==> src/rtl/core/sul_pkg.sv <==
// ----------------------------------------------------------------------------
// sul_pkg
// Shared constants, request codes and types for the sorted unique list.
// ----------------------------------------------------------------------------
`default_nettype none

package sul_pkg;

  localparam int CAPACITY = 16;
  localparam int DATA_W   = 32;
  localparam int IDX_W    = 4;
  localparam int CNT_W    = 5;
  localparam int REQ_W    = 3;

  localparam logic [REQ_W-1:0] REQ_INSERT = 3'd0;
  localparam logic [REQ_W-1:0] REQ_REMOVE = 3'd1;
  localparam logic [REQ_W-1:0] REQ_SEARCH = 3'd2;
  localparam logic [REQ_W-1:0] REQ_READ   = 3'd3;
  localparam logic [REQ_W-1:0] REQ_CLEAR  = 3'd4;

  typedef struct packed {
    logic ins;
    logic rem;
  } sul_upd_t;

endpackage

`default_nettype wire

==> src/rtl/core/sul_cell.sv <==
// ----------------------------------------------------------------------------
// sul_cell
// One slot of the list: holds an entry, compares it with the probe value and
// shifts toward its neighbors on insert and remove.
// ----------------------------------------------------------------------------
`default_nettype none

module sul_cell (
  input  logic                                clk,
  input  logic                                cmp_en,
  input  logic                                occupied,
  input  logic signed [sul_pkg::DATA_W-1:0]   probe,
  input  logic signed [sul_pkg::DATA_W-1:0]   new_value,
  input  logic                                left_lt,
  input  logic signed [sul_pkg::DATA_W-1:0]   left_value,
  input  logic signed [sul_pkg::DATA_W-1:0]   right_value,
  input  sul_pkg::sul_upd_t                   upd,
  output logic signed [sul_pkg::DATA_W-1:0]   value,
  output logic                                lt,
  output logic                                eq
);
  import sul_pkg::*;

  always_ff @(posedge clk) begin
    if (cmp_en) begin
      lt <= occupied && (value < probe);
      eq <= occupied && (value == probe);
    end
    if (upd.ins && !lt) begin
      value <= left_lt ? new_value : left_value;
    end else if (upd.rem && !lt) begin
      value <= right_value;
    end
  end

endmodule

`default_nettype wire

==> src/rtl/core/sorted_unique_list.sv <==
// ----------------------------------------------------------------------------
// sorted_unique_list
// Fixed-capacity set of signed values kept in ascending order in a row of
// cells, with insert, remove, search, read at index and clear requests.
// ----------------------------------------------------------------------------
// Flow: in ST_IDLE a request is taken and all cells compare against its value;
// in ST_EXEC the row shifts and the result registers load. No new request is
// taken during ST_EXEC or while a result waits under rsp_stall.
// Reset clears the count and both handshakes; entries are undefined until written.
`default_nettype none

module sorted_unique_list (
  input  logic                              clk,
  input  logic                              rst,
  input  logic                              req_valid,
  output logic                              req_stall,
  input  logic [sul_pkg::REQ_W-1:0]         req_type,
  input  logic signed [sul_pkg::DATA_W-1:0] item_value,
  input  logic [sul_pkg::IDX_W-1:0]         position,
  output logic                              rsp_valid,
  input  logic                              rsp_stall,
  output logic                              success,
  output logic [sul_pkg::IDX_W-1:0]         found_index,
  output logic signed [sul_pkg::DATA_W-1:0] read_value,
  output logic [sul_pkg::CNT_W-1:0]         entry_count,
  output logic                              is_full,
  output logic                              is_empty
);
  import sul_pkg::*;

  localparam logic ST_IDLE = 1'b0;
  localparam logic ST_EXEC = 1'b1;

  logic                    st;
  logic [CNT_W-1:0]        count;
  logic [REQ_W-1:0]        r_type;
  logic signed [DATA_W-1:0] r_value;
  logic [IDX_W-1:0]        r_pos;

  logic                    accept;
  logic signed [DATA_W-1:0] cell_value [CAPACITY];
  logic [CAPACITY-1:0]     cell_lt;
  logic [CAPACITY-1:0]     cell_eq;
  logic [CAPACITY-1:0]     edge_bit;
  logic [IDX_W-1:0]        lb_idx;
  logic                    hit;
  logic                    full;
  sul_upd_t                upd;
  sul_upd_t                upd_gated;

  logic                    success_next;
  logic [IDX_W-1:0]        found_index_next;
  logic signed [DATA_W-1:0] read_value_next;
  logic [CNT_W-1:0]        count_next;

  assign req_stall = (st == ST_EXEC) || (rsp_valid && rsp_stall);
  assign accept    = req_valid && !req_stall;

  genvar j;
  generate
    for (j = 0; j < CAPACITY; j++) begin : g_cell
      logic                    left_lt;
      logic signed [DATA_W-1:0] left_value;
      logic signed [DATA_W-1:0] right_value;
      if (j == 0) begin : g_first
        assign left_lt    = 1'b1;
        assign left_value = r_value;
      end else begin : g_inner
        assign left_lt    = cell_lt[j-1];
        assign left_value = cell_value[j-1];
      end
      if (j == CAPACITY - 1) begin : g_last
        assign right_value = cell_value[j];
      end else begin : g_mid
        assign right_value = cell_value[j+1];
      end
      assign edge_bit[j] = !cell_lt[j] && left_lt;

      sul_cell u_cell (
        .clk         (clk),
        .cmp_en      (accept),
        .occupied    (CNT_W'(j) < count),
        .probe       (item_value),
        .new_value   (r_value),
        .left_lt     (left_lt),
        .left_value  (left_value),
        .right_value (right_value),
        .upd         (upd_gated),
        .value       (cell_value[j]),
        .lt          (cell_lt[j]),
        .eq          (cell_eq[j])
      );
    end
  endgenerate

  always_comb begin
    lb_idx = '0;
    for (int k = 0; k < CAPACITY; k++) begin
      lb_idx = lb_idx | (IDX_W'(k) & {IDX_W{edge_bit[k]}});
    end
  end

  assign hit  = |cell_eq;
  assign full = (count == CNT_W'(CAPACITY));

  always_comb begin
    upd              = '0;
    success_next     = 1'b0;
    found_index_next = '0;
    read_value_next  = '0;
    count_next       = count;
    case (r_type)
      REQ_INSERT: begin
        if (!full) begin
          found_index_next = lb_idx;
          if (!hit) begin
            upd.ins      = 1'b1;
            success_next = 1'b1;
            count_next   = count + 1'b1;
          end
        end
      end
      REQ_REMOVE: begin
        if (hit) begin
          upd.rem          = 1'b1;
          success_next     = 1'b1;
          found_index_next = lb_idx;
          count_next       = count - 1'b1;
        end
      end
      REQ_SEARCH: begin
        if (hit) begin
          success_next     = 1'b1;
          found_index_next = lb_idx;
        end
      end
      REQ_READ: begin
        if ({1'b0, r_pos} < count) begin
          success_next     = 1'b1;
          found_index_next = r_pos;
          read_value_next  = cell_value[r_pos];
        end
      end
      REQ_CLEAR: begin
        success_next = 1'b1;
        count_next   = '0;
      end
      default: begin
      end
    endcase
  end

  assign upd_gated = (st == ST_EXEC) ? upd : '0;

  always_ff @(posedge clk) begin
    if (accept) begin
      r_type  <= req_type;
      r_value <= item_value;
      r_pos   <= position;
    end
    if (st == ST_EXEC) begin
      success     <= success_next;
      found_index <= found_index_next;
      read_value  <= read_value_next;
      entry_count <= count_next;
      is_full     <= (count_next == CNT_W'(CAPACITY));
      is_empty    <= (count_next == '0);
    end
  end

  always_ff @(posedge clk) begin
    if (rst) begin
      st        <= ST_IDLE;
      count     <= '0;
      rsp_valid <= 1'b0;
    end else begin
      case (st)
        ST_IDLE: begin
          if (rsp_valid && !rsp_stall) begin
            rsp_valid <= 1'b0;
          end
          if (accept) begin
            st <= ST_EXEC;
          end
        end
        ST_EXEC: begin
          count     <= count_next;
          rsp_valid <= 1'b1;
          st        <= ST_IDLE;
        end
        default: begin
          st <= ST_IDLE;
        end
      endcase
    end
  end

endmodule

`default_nettype wire

==> config.mk <==
export PLATFORM = sky130hd
export DESIGN_NAME = sorted_unique_list
export DESIGN_NICKNAME = d
export VERILOG_FILES = /design/src/rtl/core/sul_pkg.sv /design/src/rtl/core/sul_cell.sv /design/src/rtl/core/sorted_unique_list.sv
export SDC_FILE = /design/constraint.sdc
export NUM_CORES = 2
export LEC_CHECK = 0
export ABC_AREA = 1
export BUFFER_PORTS_ARGS = -buffer_cell sky130_fd_sc_hd__buf_2
export CAP_MARGIN = 5
export CORE_AREA = 2 2 271 273
export DETAILED_ROUTE_END_ITERATION = 16
export DIE_AREA = 0 0 273 275
export HOLD_SLACK_MARGIN = 0.03
export PLACE_DENSITY = 0.81
export SYNTH_ARGS = -nofsm -noshare
export SYNTH_HDL_FRONTEND = slang
export SYNTH_SLANG_ARGS = --single-unit
==> constraint.sdc <==
create_clock -name clk -period 15.3 [get_ports clk]
set_input_delay 1.53 -clock clk [delete_from_list [all_inputs] [get_ports clk]]
set_output_delay 1.53 -clock clk [all_outputs]
set_load 0.05 [all_outputs]
==> results.yml <==
worst_setup_path:
  r2r-end: "read_value[2]"
  cpMostUsedCell: "nand2_1"
  crit_required_ns: 15.69
  worstPathArrival_ns: 4.63
  crit_buf_inv: 2
  cp_top_family: "simple AND/OR/NAND/NOR gates"
  critPathMaxFanout: 16
  max_stage_delay_ns: 0.82
  criticalPathCategory: "in -> reg"
  r2r_cells: 10
  cp-start-kind: "input port"
  path_cells: "buf_2 > inv_1 > ha_1 > nand2_1 > nor2_1 > nand4_1 > nor3b_1 > nand2_1 > nand2_1 > nand2_1 > nand2_1 > nor2_1"
  slowest_stage: "nor3b_1"
  endpoint_kind: "flop"
  r2r_start: "r_pos[0]"
  regToRegSetupSlack_ns: 11.21
global_route:
  grt_max_degree: 200
  gr-usage-all-layers_pct: 48.6
  grt_antenna_before_repair: 10
  overflow: 0
  grt_pass1_vias: 42600
  grt_pass1_wl_um: 270000
worst_hold_path:
  holdPathEnd: "rsp_valid"
  hp-class: "reg -> reg"
  worstHoldPathCells: 2
  worstHoldStart: "rsp_valid"
yosys:
  synth_area_mm2: 0.0464
  syn_nets: 6236
  ys_top_cells_by_area: "edfxtp_1 (41%), ha_1 (14%), nand2_1 (9.0%)"
  synthArstFlopShare_pct: 0
  synth_top_cell_by_area: "edfxtp_1"
  netlist_instances: 5674
  synth_seq_area_share_pct: 40.9
  yosysUniqueCellTypes: 41
  yosysWarnings: 0
  synth.avg_cell_area_um2: 8.17
  yosysTopAreaCellShare_pct: 40.6
  ys_seq_elements: 634
  synth-edff-count: 627
  synthFlopType: "edfxtp_1"
sta:
  relSlewSlack_pct: 12.3
  setup_viol: 0
  worst_clock_skew_ns: 0.0284
  finalCritPeriodShare_pct: 27.7
  tns_ns: 0
  fmax_ghz: 0.236
  finalMaxSlewViolations: 0
  fin_ws_ns: 11.07
  period_minus_slack_ns: 4.23
  timing.hold.ws_ns: 0.524
  rsz0062_at_grt: "false"
  worst_pin_slew_ns: 1.31
  hold_viol: 0
final_layout:
  final-instance-count-excl-fill: 6587
  drive_gt1_share_pct: 5.55
  layout_common_cells: "nand2_1 (1,117), o21ai_0 (752), a21oi_1 (648), edfxtp_1 (627), nor2_1 (536)"
  syn_to_final_growth_pct: 7.30
  final_area_mm2: 0.0498
  nets: 6125
  layout_commonest_cell: "nand2_1"
place:
  portBuffers: 88
  place_area_mm2: 0.0473
  place_ws_ns: 10.66
  dp_hpwl_um: 122000
  dp_cells: 6445
  place.gp.congestion: 1.05
floorplan:
  initial_core_util_pct: 64.1
  dieArea_mm2: 0.0751
  die_y_um: 275
  core_area_mm2: 0.0723
  die_x_um: 273
  boundaryPins: 89
  rows: 99
cts:
  clockBufferDepth: 3
  cts_buffers: 75
  cts_tree: "built"
  clock_sink_count: 634
  clock-root-buffer: "clkbuf_16"
  htreeDepth: 3
  cts-resized-gates: 0
  hold_buffers: 0
  post_cts_buffers: 0
  path_clk_slew_ns: 0.06
  clk_latency_ns: 0.66
detailed_routing:
  drt-initial-drc-count: 8111
  routed_via_density: 6.94
  dr.pass1.iters: 7
  ant_nets: 0
  drt-total-wl_um: 185000
  wl_per_cell_um: 28.1
  route.detailed.drc: 0
  vias: 45700
power_and_ir_drop:
  cellLeakagePower_nw: 20.4
  power.density_mw_per_mm2: 90.4
  vdd_drop_max_uv: 88.4
flow_run:
  max_cap_violations: 0
status:
  outcome: "completed"
report_power, final:
group | total (mW) | switching [mW] | internal [mW]
Sequential | 1.96 | 0.0330 | 1.93
Clock | 1.87 | 0.807 | 1.06
Combinational | 0.673 | 0.507 | 0.166
per-layer routing:
metal,share of wire (%),track usage (%),up-vias
li1,-,-,19900
met1,33,60.2,20700
met2,42,71.9,4124
met3,16,14.3,1053
met4,9.2,37.1,4
met5,0.014,0.125,-
worst reg2reg max path, stage by stage (launching register included):
cell and delay, ns:
edfxtp_1 0.44, buf_12 0.58, buf_4 1.07, buf_4 0.73, a21oi_1 0.22, o21ai_0 0.18
o21ai_0 0.15, o22ai_1 0.20, nand2_1 0.09, o31ai_1 0.10, nor2_1 0.07
registers in the layout, indices dropped and copies added (netlist names), 3 cells and up:
signal,flops
r_type,3
g_cell.u_cell.eq,16
read_value,32
r_pos,4
entry_count,5
g_cell.left_value,32
g_cell.u_cell.lt,16
count,5
found_index,4
g_cell.u_cell.value,512
cell type report:
class,instances,area (um2)
Antenna cell,6,15.0
Clock buffer,98,2090
Clock inverter,38,362
Fill cell,5844,22600
Inverter,429,1610
Multi-Input combinational cell,4271,24600
Sequential cell,634,19000
Tap cell,959,1200
Timing Repair Buffer,152,933
per-stage QoR:
| step | utilization [%] | power, mW |
|---|---|---|
| 3_3_place_gp | 65.4 | 2.60 |
| 3_5_place_dp | 65.4 | 2.62 |
| 2_1_floorplan | - | 2.39 |
| 6_report | 68.8 | 4.50 |
| 4_1_cts | 68.8 | 4.43 |
| 5_1_grt | 68.8 | 4.58 |
how the worst max path moves through the flow:
stage / startpoint / to / slack [ns] / depth (start not counted)
2_1_floorplan: rsp_stall / g_cell[0].left_value[0] / 9.80 / 3
3_3_place_gp: item_value[31] / g_cell[7].u_cell.lt / 10.69 / 12
3_5_place_dp: item_value[31] / g_cell[7].u_cell.lt / 10.66 / 12
4_1_cts: item_value[31] / g_cell[7].u_cell.lt / 11.32 / 12
5_1_grt: r_pos[0] / read_value[2] / 11.09 / 10
6_report: item_value[31] / g_cell[7].u_cell.lt / 11.07 / 12
synthesized netlist by cell type (4+ instances only):
master and count:
a21boi_0 6, o21bai_1 21, ha_1 519, o211ai_1 228, o31ai_1 31, inv_2 5
o21ai_1 69, o22ai_1 30, clkbuf_1 240, edfxtp_1 627, a31oi_1 65, nand2_1 1117
buf_2 66, o21a_1 22, nor3_1 32, nor2_4 4, nor2_8 10, a21oi_1 648
dfxtp_1 7, o21ai_0 752, and3_1 12, nand3_1 60, inv_1 421, nor4_1 15
buf_1 28, nor2_1 553, nor2_2 4, nand4_1 53, clkbuf_2 5
kinds of logic after synthesis:
| logic type | synth area share (%) |
|---|---|
| adders and majority gates | 14.0 |
| AOI/OAI and AO/OA | 22.2 |
| DFF | 40.9 |
| and+or+nand+nor | 16.4 |
| xor gates and xnor gates | 0.0567 |
| buffers and inverters | 6.45 |
No activity file was read; power rests on OpenSTA's default activity.
